**src/rtl/pss_pkg.sv**
```systemverilog
package pss_pkg;

    localparam int CODE_WIDTH  = 32;
    localparam int TIMER_WIDTH = 16;
    localparam int LEVEL_WIDTH = 8;
    localparam int CFG_IDX_W   = 3;
    localparam int CFG_DATA_W  = 16;

    localparam logic [LEVEL_WIDTH-1:0] LEARN_LED_LEVEL = 8'd255;
    localparam logic [LEVEL_WIDTH-1:0] RST_ON_BRIGHT   = 8'd255;
    localparam logic [LEVEL_WIDTH-1:0] RST_OFF_BRIGHT  = 8'd0;
    localparam logic [TIMER_WIDTH-1:0] RST_SHUT_TICKS  = 16'd100;
    localparam logic [TIMER_WIDTH-1:0] RST_REBOOT_TICKS = 16'd500;
    localparam logic [TIMER_WIDTH-1:0] RST_LEARN_TICKS = 16'd15000;

    typedef enum logic [2:0] {
        OP_SHORT      = 3'd0,
        OP_LONG       = 3'd1,
        OP_REMOTE     = 3'd2,
        OP_FEEDBACK   = 3'd3,
        OP_LEARN_DONE = 3'd4,
        OP_RECORD     = 3'd5,
        OP_TICK       = 3'd6,
        OP_NONE       = 3'd7
    } t_op;

    typedef enum logic [2:0] {
        ST_OFF      = 3'd0,
        ST_BOOTING  = 3'd1,
        ST_ON       = 3'd2,
        ST_SHUTDOWN = 3'd3,
        ST_REBOOT   = 3'd4
    } t_power_state;

    typedef enum logic [1:0] {
        PH_NONE = 2'd0,
        PH_ON   = 2'd1,
        PH_OFF  = 2'd2
    } t_learn_phase;

    typedef enum logic [2:0] {
        LED_DARK       = 3'd0,
        LED_STEADY     = 3'd1,
        LED_SLOW_FLASH = 3'd2,
        LED_FAST_FLASH = 3'd3,
        LED_COUNT_ONE  = 3'd4,
        LED_COUNT_TWO  = 3'd5
    } t_led_mode;

    typedef enum logic [CFG_IDX_W-1:0] {
        CFG_ON_BRIGHT    = 3'd0,
        CFG_OFF_BRIGHT   = 3'd1,
        CFG_DARK_MODE    = 3'd2,
        CFG_HOLD_OFF     = 3'd3,
        CFG_SHUT_TICKS   = 3'd4,
        CFG_REBOOT_TICKS = 3'd5,
        CFG_LEARN_TICKS  = 3'd6,
        CFG_SPARE        = 3'd7
    } t_cfg_idx;

    typedef struct packed {
        logic [2:0]            op;
        logic [CODE_WIDTH-1:0] remote_code;
        logic                  remote_repeat;
        logic [3:0]            pulse_count;
        logic                  feedback_level;
    } t_event;

    typedef struct packed {
        logic                   power_enable;
        logic                   trigger_level;
        logic [2:0]             power_state;
        logic [1:0]             learn_phase;
        logic [2:0]             led_mode;
        logic [LEVEL_WIDTH-1:0] led_level;
        logic                   watch_level;
    } t_result;

    typedef struct packed {
        logic [LEVEL_WIDTH-1:0] on_brightness;
        logic [LEVEL_WIDTH-1:0] off_brightness;
        logic                   led_dark_mode;
        logic                   hold_forces_off;
        logic [TIMER_WIDTH-1:0] shutdown_trigger_ticks;
        logic [TIMER_WIDTH-1:0] reboot_trigger_ticks;
        logic [TIMER_WIDTH-1:0] learn_timeout_ticks;
    } t_cfg;

    // A programmed length of zero still runs the timer for one tick.
    function automatic logic [TIMER_WIDTH-1:0] timer_load(input logic [TIMER_WIDTH-1:0] v);
        logic [TIMER_WIDTH-1:0] r;
        r = (v == '0) ? TIMER_WIDTH'(1) : v;
        return r;
    endfunction

endpackage

```
**src/rtl/pss_if.sv**
```systemverilog
interface pss_evt_if import pss_pkg::*; ();
    logic                  valid;
    logic                  ready;
    logic [2:0]            op;
    logic [CODE_WIDTH-1:0] remote_code;
    logic                  remote_repeat;
    logic [3:0]            pulse_count;
    logic                  feedback_level;

    modport source (output valid, op, remote_code, remote_repeat, pulse_count,
                    feedback_level, input ready);
    modport sink (input valid, op, remote_code, remote_repeat, pulse_count,
                  feedback_level, output ready);
endinterface

interface pss_res_if import pss_pkg::*; ();
    logic                   valid;
    logic                   ready;
    logic                   power_enable;
    logic                   trigger_level;
    logic [2:0]             power_state;
    logic [1:0]             learn_phase;
    logic [2:0]             led_mode;
    logic [LEVEL_WIDTH-1:0] led_level;
    logic                   watch_level;

    modport source (output valid, power_enable, trigger_level, power_state, learn_phase,
                    led_mode, led_level, watch_level, input ready);
    modport sink (input valid, power_enable, trigger_level, power_state, learn_phase,
                  led_mode, led_level, watch_level, output ready);
endinterface

interface pss_cfg_if import pss_pkg::*; ();
    logic                  valid;
    logic                  ready;
    logic [CFG_IDX_W-1:0]  index;
    logic [CFG_DATA_W-1:0] data;

    modport source (output valid, index, data, input ready);
    modport sink (input valid, index, data, output ready);
endinterface

```
**src/rtl/pss_cfg.sv**
```systemverilog
module pss_cfg import pss_pkg::*; (
    input  logic        i_clk,
    input  logic        i_rst_n,
    pss_cfg_if.sink     i_cfg,
    output t_cfg        o_cfg
);

    t_cfg r_cfg;

    assign i_cfg.ready = 1'b1;
    assign o_cfg       = r_cfg;

    always_ff @(posedge i_clk) begin
        if (!i_rst_n) begin
            r_cfg.on_brightness          <= RST_ON_BRIGHT;
            r_cfg.off_brightness         <= RST_OFF_BRIGHT;
            r_cfg.led_dark_mode          <= 1'b0;
            r_cfg.hold_forces_off        <= 1'b0;
            r_cfg.shutdown_trigger_ticks <= RST_SHUT_TICKS;
            r_cfg.reboot_trigger_ticks   <= RST_REBOOT_TICKS;
            r_cfg.learn_timeout_ticks    <= RST_LEARN_TICKS;
        end else if (i_cfg.valid) begin
            case (t_cfg_idx'(i_cfg.index))
                CFG_ON_BRIGHT:    r_cfg.on_brightness <= i_cfg.data[LEVEL_WIDTH-1:0];
                CFG_OFF_BRIGHT:   r_cfg.off_brightness <= i_cfg.data[LEVEL_WIDTH-1:0];
                CFG_DARK_MODE:    r_cfg.led_dark_mode <= i_cfg.data[0];
                CFG_HOLD_OFF:     r_cfg.hold_forces_off <= i_cfg.data[0];
                CFG_SHUT_TICKS:   r_cfg.shutdown_trigger_ticks <= i_cfg.data[TIMER_WIDTH-1:0];
                CFG_REBOOT_TICKS: r_cfg.reboot_trigger_ticks <= i_cfg.data[TIMER_WIDTH-1:0];
                CFG_LEARN_TICKS:  r_cfg.learn_timeout_ticks <= i_cfg.data[TIMER_WIDTH-1:0];
                default: ;
            endcase
        end
    end

endmodule

```
**src/rtl/pss_core.sv**
```systemverilog
module pss_core import pss_pkg::*; (
    input  logic    i_clk,
    input  logic    i_rst_n,
    input  logic    i_step,
    input  t_event  i_evt,
    input  t_cfg    i_cfg,
    output t_result o_result
);

    t_power_state           r_state,      n_state;
    t_learn_phase           r_phase,      n_phase;
    logic                   r_changing,   n_changing;
    logic [CODE_WIDTH-1:0]  r_on_code,    n_on_code;
    logic [CODE_WIDTH-1:0]  r_off_code,   n_off_code;
    logic [LEVEL_WIDTH-1:0] r_led,        n_led;
    logic                   r_trig,       n_trig;
    logic [TIMER_WIDTH-1:0] r_trig_rem,   n_trig_rem;
    logic [TIMER_WIDTH-1:0] r_learn_rem,  n_learn_rem;
    logic                   r_watch,      n_watch;

    // Next state for one event.
    always_comb begin
        n_state     = r_state;
        n_phase     = r_phase;
        n_changing  = r_changing;
        n_on_code   = r_on_code;
        n_off_code  = r_off_code;
        n_led       = r_led;
        n_trig      = r_trig;
        n_trig_rem  = r_trig_rem;
        n_learn_rem = r_learn_rem;
        n_watch     = r_watch;

        case (t_op'(i_evt.op))
            OP_SHORT: begin
                case (r_phase)
                    PH_NONE: begin
                        if (r_state == ST_OFF) begin
                            n_state = ST_BOOTING;
                            n_led   = i_cfg.on_brightness;
                            n_watch = 1'b0;
                        end else if (r_state == ST_ON) begin
                            n_learn_rem = '0;
                            n_changing  = 1'b0;
                            n_state     = ST_SHUTDOWN;
                            n_led       = i_cfg.on_brightness;
                            n_watch     = 1'b1;
                            n_trig      = 1'b1;
                            n_trig_rem  = timer_load(i_cfg.shutdown_trigger_ticks);
                        end
                    end
                    PH_ON: begin
                        n_changing  = 1'b1;
                        n_learn_rem = timer_load(i_cfg.learn_timeout_ticks);
                    end
                    PH_OFF: begin
                        n_off_code = r_on_code;
                        n_changing = 1'b1;
                    end
                    default: ;
                endcase
            end
            OP_LONG: begin
                if (r_phase == PH_NONE) begin
                    if (r_state == ST_ON) begin
                        if (!i_cfg.hold_forces_off) begin
                            n_learn_rem = '0;
                            n_changing  = 1'b0;
                            n_state     = ST_REBOOT;
                            n_led       = i_cfg.on_brightness;
                            n_watch     = 1'b0;
                            n_trig      = 1'b1;
                            n_trig_rem  = timer_load(i_cfg.reboot_trigger_ticks);
                        end else begin
                            n_state = ST_OFF;
                        end
                    end else if (r_state == ST_OFF) begin
                        n_led       = LEARN_LED_LEVEL;
                        n_phase     = PH_ON;
                        n_changing  = 1'b0;
                        n_learn_rem = timer_load(i_cfg.learn_timeout_ticks);
                    end
                end else begin
                    n_phase     = PH_NONE;
                    n_led       = (r_state == ST_ON) ? i_cfg.on_brightness
                                                     : i_cfg.off_brightness;
                    n_changing  = 1'b0;
                    n_learn_rem = '0;
                end
            end
            OP_REMOTE: begin
                if (!i_evt.remote_repeat) begin
                    case (r_phase)
                        PH_NONE: begin
                            if (i_evt.remote_code == r_on_code && r_state == ST_OFF) begin
                                n_state = ST_BOOTING;
                                n_led   = i_cfg.on_brightness;
                                n_watch = 1'b0;
                            end else if (i_evt.remote_code == r_off_code &&
                                         r_state == ST_ON) begin
                                n_learn_rem = '0;
                                n_changing  = 1'b0;
                                n_state     = ST_SHUTDOWN;
                                n_led       = i_cfg.on_brightness;
                                n_watch     = 1'b1;
                                n_trig      = 1'b1;
                                n_trig_rem  = timer_load(i_cfg.shutdown_trigger_ticks);
                            end
                        end
                        PH_ON: begin
                            n_on_code   = i_evt.remote_code;
                            n_changing  = 1'b1;
                            n_learn_rem = timer_load(i_cfg.learn_timeout_ticks);
                        end
                        PH_OFF: begin
                            n_off_code = i_evt.remote_code;
                            n_changing = 1'b1;
                        end
                        default: ;
                    endcase
                end
            end
            OP_FEEDBACK: begin
                if (i_evt.pulse_count != 4'd0) begin
                    if (r_state == ST_ON &&
                        (i_evt.pulse_count == 4'd1 || i_evt.pulse_count == 4'd2)) begin
                        // The host has started a change by itself: no trigger pulse.
                        n_phase     = PH_NONE;
                        n_changing  = 1'b0;
                        n_learn_rem = '0;
                        n_led       = i_cfg.on_brightness;
                        if (i_evt.pulse_count == 4'd1) begin
                            n_state = ST_SHUTDOWN;
                            n_watch = 1'b1;
                        end else begin
                            n_state = ST_REBOOT;
                            n_watch = 1'b0;
                        end
                    end
                end else if (!i_evt.feedback_level) begin
                    n_state = ST_ON;
                    n_led   = i_cfg.on_brightness;
                    n_watch = 1'b1;
                end else begin
                    n_state = ST_OFF;
                    n_led   = i_cfg.off_brightness;
                    n_watch = 1'b0;
                end
            end
            OP_LEARN_DONE: begin
                if (r_changing) begin
                    n_changing = 1'b0;
                    if (r_phase == PH_ON) begin
                        n_phase = PH_OFF;
                    end else if (r_phase == PH_OFF) begin
                        n_phase     = PH_NONE;
                        n_led       = (r_state == ST_ON) ? i_cfg.on_brightness
                                                         : i_cfg.off_brightness;
                        n_learn_rem = '0;
                    end
                end
            end
            OP_RECORD: begin
                n_led       = LEARN_LED_LEVEL;
                n_phase     = PH_ON;
                n_changing  = 1'b0;
                n_learn_rem = timer_load(i_cfg.learn_timeout_ticks);
            end
            OP_TICK: begin
                if (r_trig_rem != '0) begin
                    n_trig_rem = r_trig_rem - TIMER_WIDTH'(1);
                    if (r_trig_rem == TIMER_WIDTH'(1)) begin
                        n_trig = 1'b0;
                    end
                end
                if (r_learn_rem != '0) begin
                    n_learn_rem = r_learn_rem - TIMER_WIDTH'(1);
                    if (r_learn_rem == TIMER_WIDTH'(1)) begin
                        n_phase    = PH_NONE;
                        n_led      = (r_state == ST_ON) ? i_cfg.on_brightness
                                                        : i_cfg.off_brightness;
                        n_changing = 1'b0;
                    end
                end
            end
            default: ;
        endcase
    end

    // Result fields, taken from the state after the event.
    always_comb begin
        t_led_mode mode;
        if (n_phase == PH_NONE) begin
            if (i_cfg.led_dark_mode) begin
                mode = LED_DARK;
            end else if (n_state == ST_BOOTING || n_state == ST_SHUTDOWN ||
                         n_state == ST_REBOOT) begin
                mode = LED_SLOW_FLASH;
            end else begin
                mode = LED_STEADY;
            end
        end else if (n_changing) begin
            mode = (n_phase == PH_ON) ? LED_COUNT_ONE : LED_COUNT_TWO;
        end else begin
            mode = LED_FAST_FLASH;
        end
        o_result.power_enable  = (n_state != ST_OFF);
        o_result.trigger_level = n_trig;
        o_result.power_state   = n_state;
        o_result.learn_phase   = n_phase;
        o_result.led_mode      = mode;
        o_result.led_level     = n_led;
        o_result.watch_level   = n_watch;
    end

    always_ff @(posedge i_clk) begin
        if (!i_rst_n) begin
            r_state     <= ST_OFF;
            r_phase     <= PH_NONE;
            r_changing  <= 1'b0;
            r_on_code   <= '0;
            r_off_code  <= '0;
            r_led       <= '0;
            r_trig      <= 1'b0;
            r_trig_rem  <= '0;
            r_learn_rem <= '0;
            r_watch     <= 1'b0;
        end else if (i_step) begin
            r_state     <= n_state;
            r_phase     <= n_phase;
            r_changing  <= n_changing;
            r_on_code   <= n_on_code;
            r_off_code  <= n_off_code;
            r_led       <= n_led;
            r_trig      <= n_trig;
            r_trig_rem  <= n_trig_rem;
            r_learn_rem <= n_learn_rem;
            r_watch     <= n_watch;
        end
    end

endmodule

```
**src/rtl/power_switch_sequencer_top.sv**
```systemverilog
// Channel    Direction  Carries
// i_evt      in         one event transaction: op, remote code, repeat, pulse count, level
// o_res      out        one result transaction per event: power, trigger, state, LED
// i_cfg      in         register write transaction: index and data
//
// An event transaction is held in an input register and processed once the result
// register is free or is being emptied; its result is registered in the result
// register and offered from there. One event is accepted every cycle while the
// result channel does not stall; the sustained rate is then one event per cycle.
// i_rst_n is synchronous and active low; it returns all power, learning, timer
// and code state to its cleared values and the registers to their defaults.
// A stalled output holds its result and the input register behind it; the input
// channel stops taking transactions only when both are full.
module power_switch_sequencer_top import pss_pkg::*; (
    input  logic    i_clk,
    input  logic    i_rst_n,
    pss_evt_if.sink   i_evt,
    pss_res_if.source o_res,
    pss_cfg_if.sink   i_cfg
);

    t_cfg    cfg;
    t_result core_result;

    logic    r_in_valid;
    t_event  r_in;
    logic    r_out_valid;
    t_result r_out;

    logic    step;
    logic    in_ready;

    // The event in the input register moves on when the result register is free
    // or is being emptied in this cycle.
    assign step     = r_in_valid && (!r_out_valid || o_res.ready);
    assign in_ready = !r_in_valid || step;
    assign i_evt.ready = in_ready;

    pss_cfg u_cfg (
        .i_clk   (i_clk),
        .i_rst_n (i_rst_n),
        .i_cfg   (i_cfg),
        .o_cfg   (cfg)
    );

    pss_core u_core (
        .i_clk    (i_clk),
        .i_rst_n  (i_rst_n),
        .i_step   (step),
        .i_evt    (r_in),
        .i_cfg    (cfg),
        .o_result (core_result)
    );

    // Input register.
    always_ff @(posedge i_clk) begin
        if (!i_rst_n) begin
            r_in_valid <= 1'b0;
        end else if (in_ready) begin
            r_in_valid <= i_evt.valid;
        end
    end

    always_ff @(posedge i_clk) begin
        if (in_ready && i_evt.valid) begin
            r_in.op             <= i_evt.op;
            r_in.remote_code    <= i_evt.remote_code;
            r_in.remote_repeat  <= i_evt.remote_repeat;
            r_in.pulse_count    <= i_evt.pulse_count;
            r_in.feedback_level <= i_evt.feedback_level;
        end
    end

    // Result register.
    always_ff @(posedge i_clk) begin
        if (!i_rst_n) begin
            r_out_valid <= 1'b0;
        end else if (step) begin
            r_out_valid <= 1'b1;
        end else if (o_res.ready) begin
            r_out_valid <= 1'b0;
        end
    end

    always_ff @(posedge i_clk) begin
        if (step) begin
            r_out <= core_result;
        end
    end

    assign o_res.valid         = r_out_valid;
    assign o_res.power_enable  = r_out.power_enable;
    assign o_res.trigger_level = r_out.trigger_level;
    assign o_res.power_state   = r_out.power_state;
    assign o_res.learn_phase   = r_out.learn_phase;
    assign o_res.led_mode      = r_out.led_mode;
    assign o_res.led_level     = r_out.led_level;
    assign o_res.watch_level   = r_out.watch_level;

endmodule

```
**src/flat_wrapper.sv**
```systemverilog
// flat-port wrapper written by rule: the top's interface ports become plain ports
module power_switch_sequencer_top_flat import pss_pkg::*;
  (i_clk, i_rst_n, i_evt_valid, i_evt_op, i_evt_remote_code, i_evt_remote_repeat, i_evt_pulse_count, i_evt_feedback_level, i_evt_ready, o_res_valid, o_res_power_enable, o_res_trigger_level, o_res_power_state, o_res_learn_phase, o_res_led_mode, o_res_led_level, o_res_watch_level, o_res_ready, i_cfg_valid, i_cfg_index, i_cfg_data, i_cfg_ready);
  pss_evt_if i_evt_i ();
  pss_res_if o_res_i ();
  pss_cfg_if i_cfg_i ();
  input  logic i_clk;
  input  logic i_rst_n;
  input wire logic [$bits(i_evt_i.valid)-1:0] i_evt_valid;
  input wire logic [$bits(i_evt_i.op)-1:0] i_evt_op;
  input wire logic [$bits(i_evt_i.remote_code)-1:0] i_evt_remote_code;
  input wire logic [$bits(i_evt_i.remote_repeat)-1:0] i_evt_remote_repeat;
  input wire logic [$bits(i_evt_i.pulse_count)-1:0] i_evt_pulse_count;
  input wire logic [$bits(i_evt_i.feedback_level)-1:0] i_evt_feedback_level;
  output wire logic [$bits(i_evt_i.ready)-1:0] i_evt_ready;
  output wire logic [$bits(o_res_i.valid)-1:0] o_res_valid;
  output wire logic [$bits(o_res_i.power_enable)-1:0] o_res_power_enable;
  output wire logic [$bits(o_res_i.trigger_level)-1:0] o_res_trigger_level;
  output wire logic [$bits(o_res_i.power_state)-1:0] o_res_power_state;
  output wire logic [$bits(o_res_i.learn_phase)-1:0] o_res_learn_phase;
  output wire logic [$bits(o_res_i.led_mode)-1:0] o_res_led_mode;
  output wire logic [$bits(o_res_i.led_level)-1:0] o_res_led_level;
  output wire logic [$bits(o_res_i.watch_level)-1:0] o_res_watch_level;
  input wire logic [$bits(o_res_i.ready)-1:0] o_res_ready;
  input wire logic [$bits(i_cfg_i.valid)-1:0] i_cfg_valid;
  input wire logic [$bits(i_cfg_i.index)-1:0] i_cfg_index;
  input wire logic [$bits(i_cfg_i.data)-1:0] i_cfg_data;
  output wire logic [$bits(i_cfg_i.ready)-1:0] i_cfg_ready;
  assign i_evt_i.valid = i_evt_valid;
  assign i_evt_i.op = i_evt_op;
  assign i_evt_i.remote_code = i_evt_remote_code;
  assign i_evt_i.remote_repeat = i_evt_remote_repeat;
  assign i_evt_i.pulse_count = i_evt_pulse_count;
  assign i_evt_i.feedback_level = i_evt_feedback_level;
  assign i_evt_ready = i_evt_i.ready;
  assign o_res_valid = o_res_i.valid;
  assign o_res_power_enable = o_res_i.power_enable;
  assign o_res_trigger_level = o_res_i.trigger_level;
  assign o_res_power_state = o_res_i.power_state;
  assign o_res_learn_phase = o_res_i.learn_phase;
  assign o_res_led_mode = o_res_i.led_mode;
  assign o_res_led_level = o_res_i.led_level;
  assign o_res_watch_level = o_res_i.watch_level;
  assign o_res_i.ready = o_res_ready;
  assign i_cfg_i.valid = i_cfg_valid;
  assign i_cfg_i.index = i_cfg_index;
  assign i_cfg_i.data = i_cfg_data;
  assign i_cfg_ready = i_cfg_i.ready;
  power_switch_sequencer_top u_core (.i_clk(i_clk), .i_rst_n(i_rst_n), .i_evt(i_evt_i), .o_res(o_res_i), .i_cfg(i_cfg_i));
endmodule
```
**config.mk**
```make
export PLATFORM = sky130hd
export DESIGN_NAME = power_switch_sequencer_top_flat
export DESIGN_NICKNAME = d
export VERILOG_FILES = /design/src/rtl/pss_pkg.sv /design/src/rtl/pss_if.sv /design/src/rtl/pss_cfg.sv /design/src/rtl/pss_core.sv /design/src/rtl/power_switch_sequencer_top.sv /design/src/flat_wrapper.sv
export SDC_FILE = /design/constraint.sdc
export NUM_CORES = 1
export LEC_CHECK = 0
export BUFFER_PORTS_ARGS = -buffer_cell sky130_fd_sc_hd__buf_2
export CORE_UTILIZATION = 60
export DETAILED_ROUTE_END_ITERATION = 8
export PLACE_DENSITY = 0.79
export SYNTH_ARGS = -nofsm -noshare
export SYNTH_HDL_FRONTEND = slang
export SYNTH_SLANG_ARGS = --single-unit
```
**constraint.sdc**
```tcl
create_clock -name i_clk -period 3.7 [get_ports i_clk]
set_input_delay 0.555 -clock i_clk [delete_from_list [all_inputs] [get_ports i_clk]]
set_output_delay 0.555 -clock i_clk [all_outputs]
set_load 0.02 [all_outputs]
```
== Word-level counts from Yosys, hierarchy flattened ==
Index checks and enable logic that the tools add are counted.

* Register bits: 240
* Input bits: 65
* Word-level logic and storage cells: 262
* Output and inout bits: 22

* Mux-type cells: 135
* Eq/ne operators: 52
* Bitwise gates (word level): 1
* Reduce and logical (&&, ||, !) cells: 41
* Add/subtract/negate cells: 2

{| class="wikitable"
|+ Operators by type and width
! operator !! count
|-
| two-way mux 16 bit || 29
|-
| two-way mux 8 bit || 20
|-
| one-hot mux 16 bit (7 select lines) || 1
|-
| two-way mux 32 bit || 3
|-
| == test 32 bit || 2
|-
| one-hot mux 16 bit (2 select lines) || 2
|-
| one-hot mux 16 bit (4 select lines) || 1
|-
| one-hot mux 32 bit (2 select lines) || 1
|-
| one-hot mux 8 bit (7 select lines) || 1
|-
| logical NOT 16 bit || 3
|-
| two-way mux 3 bit || 15
|-
| two-way mux 1 bit || 42
|-
| inequality test 2 bit (second input constant) || 19
|-
| == test 16 x 1 -> 1 bit (second input constant) || 2
|-
| nonzero test 16 bit || 2
|-
| subtractor 16 x 1 -> 16 bit (second input constant) || 2
|-
| two-way mux 2 bit || 13
|-
| == test 3 bit (second input constant) || 7
|-
| == test 3 x 2 -> 1 bit (second input constant) || 6
|-
| inequality test 3 bit (second input constant) || 6
|-
| AND reduction 17 bit || 1
|-
| AND reduction 2 bit || 7
|-
| AND reduction 13 bit || 1
|-
| one-hot mux 3 bit (4 select lines) || 1
|-
| other kinds (23) || 44
|}

== Logic depth before layout (Yosys ltp) ==
* Depth after elaboration: 13
* Depth in mapped cells: 11
* Mapped depth without buffers: 9

== Hierarchy ==
From an unflattened synthesis, not the netlist that was laid out.

* Cell total of the unflattened synthesis: 1372
* Area total of the unflattened synthesis: 12184.2 µm²

{| class="wikitable"
|+ By module, submodules not included
! module !! seq. area each (µm²) !! cells an instance !! area each (µm²) !! instances
|-
| pss_core || 2242.2 || 1042 || 7619.8 || 1
|-
| pss_cfg || 1321.3 || 261 || 2658.8 || 1
|-
| power_switch_sequencer_top || 1841.8 || 69 || 1905.6 || 1
|}

== Worst setup path before layout ==
Ideal clock, no wire load.

* Kind: register to register
* Start point: register u_core.u_core.r_phase[0]
* End point: register u_core.u_core.r_trig_rem[15]
* Path buffers: 2
* Clock period less this slack: 2.632 ns
* Cell stages (with the launch flop): 12
* Path slack: 1.068 ns
* Data required time: 3.584 ns
* Data arrival time: 2.516 ns
* Cell sequence: dfxtp_1 inv_1 ha_1 clkbuf_1 or2_2 o211ai_1 a2bb2oi_1 or3_1 a221oi_2 buf_2 a21oi_1 a31o_2

* Cells in the longest elaborated chain, start to end: 3
* Elaborated cells on any way between the ends: 5

{| class="wikitable"
|+ RTL lines
! element !! RTL line !! text
|-
| start, declared || pss_core.sv:11 || <nowiki>t_learn_phase r_phase, n_phase;</nowiki>
|-
| start signal, assigned || pss_core.sv:230 || <nowiki>r_phase <= n_phase;</nowiki>
|-
| logical NOT 2 bit (*) || pss_core.sv:36, pss_core.sv:64, pss_core.sv:93 ||
|-
| inequality test 2 bit (no line) || -- ||
|-
| AND reduction 13 bit (no line) (*) || -- ||
|-
| end signal, assigned || pss_core.sv:236 || <nowiki>r_trig_rem <= n_trig_rem;</nowiki>
|-
| end, declared || pss_core.sv:17 || <nowiki>logic [TIMER_WIDTH-1:0] r_trig_rem, n_trig_rem;</nowiki>
|}

Mark *: on every way between the ends. The rest lies on a longest branch, timed or not.
A chain may end at the register's enable or synchronous reset.

==> results by group <==
Run status
  – Status: finished clean

Clocking
  – Clock edge transition at the registers on the reported setup and hold paths: 0.07 ns
  – PostCTS Resize Cnt: 0
  – CTS tree: yes
  – CTS Buffer Depth: 3
  – CTS root buffer: clkbuf_16
  – H-tree depth: 1
  – Total setup buffers inserted after CTS: 0
  – Clock latency on the worst-skew pair: 0.55 ns
  – CTS sink cnt: 240
  – Num CTS Buffers: 26
  – Hold_buf cts: 0

Synthesis
  – Part of the Yosys area used for sequential elements: 0.4446
  – Avg Cell Area, Syn: 8.305 um^2
  – Top cells by area, synth: dfxtp_1, edfxtp_1, nand2_1, a21oi_1, xnor2_1
  – Post-synthesis cell count: 1464
  – Syn Nets: around 1500
  – Post-synthesis sequential element count: 240
  – Synth top area share: 0.2964
  – Cell taking the most area after synthesis: dfxtp_1
  – EDFF count, synth: 60
  – Mapped Area: 0.01216 mm^2
  – Async SR Flop Fraction: 0
  – Synth cell types: 78
  – Ys Warns: 0
  – Primary FF master, synth: dfxtp_1

Finish
  – Multi-input combinational cell area: between 0.006 and 0.007 mm^2
  – Final net count: 1589
  – Fill cell count: about 1600
  – # diodes: 0
  – Area growth, synth to finish: 12.63%
  – Share of cells above drive strength 1: 0.1232
  – Core utilization of the finished layout: 0.6967
  – Register Area: 0.005405 mm^2

Flow run
  – Max Cap Violations: 0

Routing
  – DRT Pass-1 Iters: 5
  – # DRC: 0
  – 1st-iter DRT viols: approximately 1400
  – Vias per Instance: 6.431
  – Antenna viol nets, final: 0
  – Wire per inst: 19.82 um
  – DR vias: 11570
  – Total wire length: 35.66 mm

STA
  – Final max-slew violation count: 0
  – Rel. slew slack: 0.2389
  – Sum Neg Setup Slack: 0 ns
  – Fin crit period: 3.272 ns
  – Unrepaired setup endpoints after global routing: false
  – Tcrit/Tclk final: 0.8843
  – Worst hold slack: 0.1793 ns
  – Max Clock Freq: 0.3056 GHz
  – Final hold vios: 0
  – Final setup fails: 0
  – Worst setup skew after layout: between 0.015 and 0.02 ns
  – Worst-margin pin slew: 1.139 ns

Die
  – Die width: 144.4 um
  – Boundary pin count: 87
  – Rows: 51
  – Core region area: roughly 0.020 mm^2
  – Initial core utilization: 0.6186
  – Die height: 144.4 um
  – DIE AREA: approximately 0.021 mm^2

Place
  – Post-DP HPWL: 24.69 mm
  – PortBufs: 85
  – Final GP Congestion: slightly below 1

GRT
  – Largest net degree at the start of global routing: 67
  – All-Layer GR Usage: 0.3443
  – Vias in the first global route: 10520
  – Global route overflow: 0
  – Initial antenna violation count: 1
  – Wire length of the first global-routing pass: approximately 56 mm

Min path
  – Worst min path class: in2reg
  – Worst Hold Depth: 1

Critical path
  – Worst reg-to-reg setup slack: 0.43 ns
  – Req. time, crit path: just over 4 ns
  – CP max FO: 23
  – CP startpoint kind: flip-flop
  – Reg2Reg Depth: 10
  – Critical path type: reg2reg
  – WP data arrival: 3.66 ns
  – Worst setup EP type: flip-flop

Power and ir drop
  – Maximum vdd drop: 428.2 uV
  – P_leak: 4.840 nW
  – Pwr dens: 448.6 mW/mm^2
  – Final total power: 6.142 mW
-- area by class of cell --
type                    instances  share of cell area
clock inverters                11            0.008772
repair buffers                121             0.05172
multi-input cells            1105              0.4614
well taps                     265             0.02421
clock buffers                  36             0.05318
flip-flops and latches        240              0.3947
inverters                      21            0.005939
-- metal layers --
layer  track usage  vias to the layer above  part of all wire
met1        0.4765                     5467              0.42
li1              -                     5411                 -
met4        0.1202                        2             0.032
met5             0                        -           0.00036
met3       0.06391                       99             0.090
met2        0.5372                      590              0.46
-- critical path: stages, from the launching register on --
cell and delay, ns:
dfxtp_1 0.45, inv_1 0.13, ha_1 0.33, buf_4 0.27, nor2b_1 0.19, nand2_1 0.08, nor4_1 0.05, and4_1 0.24
o31ai_1 0.89, a221oi_1 0.28, a21oi_1 0.20
-- cells in the final DEF, fill, tap and decap left out, types with 8 or more instances in the layout --
cell	n
nand2_1	325
dfxtp_1	180
a21oi_1	124
nor2_1	112
buf_2	85
xnor2_1	60
edfxtp_1	60
nor3_1	52
o21ai_0	41
nand3_1	37
buf_4	35
nor4_1	34
nand4_1	33
a311oi_1	33
mux2i_1	26
clkbuf_16	26
inv_1	20
a221oi_1	15
a211oi_1	13
a22oi_1	13
xor2_1	12
o32ai_1	12
o211ai_1	11
or3_1	10
ha_1	9
a31oi_1	8
-- path summary, 6_finish.rpt --
check | from | end
setup / recovery | u_core.u_core.r_phase[0]$_SDFFE_PN0P_ | u_core.o_res.led_level[4]$_DFFE_PP_
setup reg to reg | u_core.u_core.r_phase[0]$_SDFFE_PN0P_ | u_core.o_res.led_level[4]$_DFFE_PP_
hold reg to reg | u_core.u_cfg.o_cfg[0]$_SDFFE_PN0P_ | u_core.u_cfg.o_cfg[0]$_SDFFE_PN0P_
hold / removal | i_evt_remote_code[19] | u_core.r_in[25]$_DFFE_PP_
-- synth_stat cells (4+ instances only) --
library cell and count:
buf_1 8, a211oi_1 13, nor2_1 113, edfxtp_1 60
nor2b_1 4, and3_1 5, o211ai_1 11, nand3b_1 4
nor3_1 53, nand3_1 37, a21oi_1 124, o32ai_1 12
dfxtp_1 180, and2_1 4, ha_1 9, nor3b_1 4
mux2_2 5, a32o_1 4, a41oi_1 4, a311oi_1 33
a221oi_1 15, nand2_1 325, or4_1 4, o22ai_1 6
a22oi_1 13, nand2b_1 6, xor2_1 12, xnor2_1 60
buf_2 7, o31ai_1 5, mux2i_1 26, or3_1 10
nor4_1 35, clkbuf_1 82, nand4_1 33, a31oi_1 8
o21ai_0 41, or2_2 6, a22o_1 6, inv_1 21
-- metrics by stage --
step / instance area [um^2] / setup WS, ns / cells
finish: 13690 / 0.4280 / 1799
detailed placement: 12840 / 0.5758 / 1752
global placement: 12840 / 0.6106 / 1752
global route: 13690 / 0.2091 / 1799
CTS: 13690 / 0.5890 / 1799
floorplan: 12160 / 1.068 / 1464
-- sequential cells by signal, indices dropped and copies added (netlist names), 2 cells and up --
name	cells
u_core.o_res.power_state	3
u_core.u_core.r_trig_rem	16
u_core.u_core.r_phase	2
u_core.u_core.r_learn_rem	16
u_core.u_core.r_state	3
u_core.o_res.led_mode	3
u_core.u_core.r_on_code	32
u_core.u_core.r_led	8
u_core.o_res.learn_phase	2
u_core.u_cfg.o_cfg	66
u_core.o_res.led_level	8
u_core.r_in	41
u_core.u_core.r_off_code	32
-- power breakdown --
part           leakage [nW]  switching, mW  total (mW)  internal, mW
Combinational          2.39          0.462       0.721         0.259
Clock                 0.408           1.08        2.54          1.46
Sequential             2.04         0.0995        2.88          2.78
-- kinds of logic (layout without fill, tap and decap cells) --
| logic type | Yosys count | in the layout | synth area share |
|---|---|---|---|
| other cells | 1 | 1 | 0.0003084 |
| mux | 31 | 31 | 0.02604 |
| xor+xnor | 72 | 72 | 0.05187 |
| fa+ha+maj | 9 | 9 | 0.009262 |
| compound gates | 334 | 334 | 0.1850 |
| buf+inv | 119 | 189 | 0.03777 |
| flops | 240 | 240 | 0.4446 |
| simple gates | 658 | 658 | 0.2451 |
Note: power is estimated with default switching activity, not from simulation.
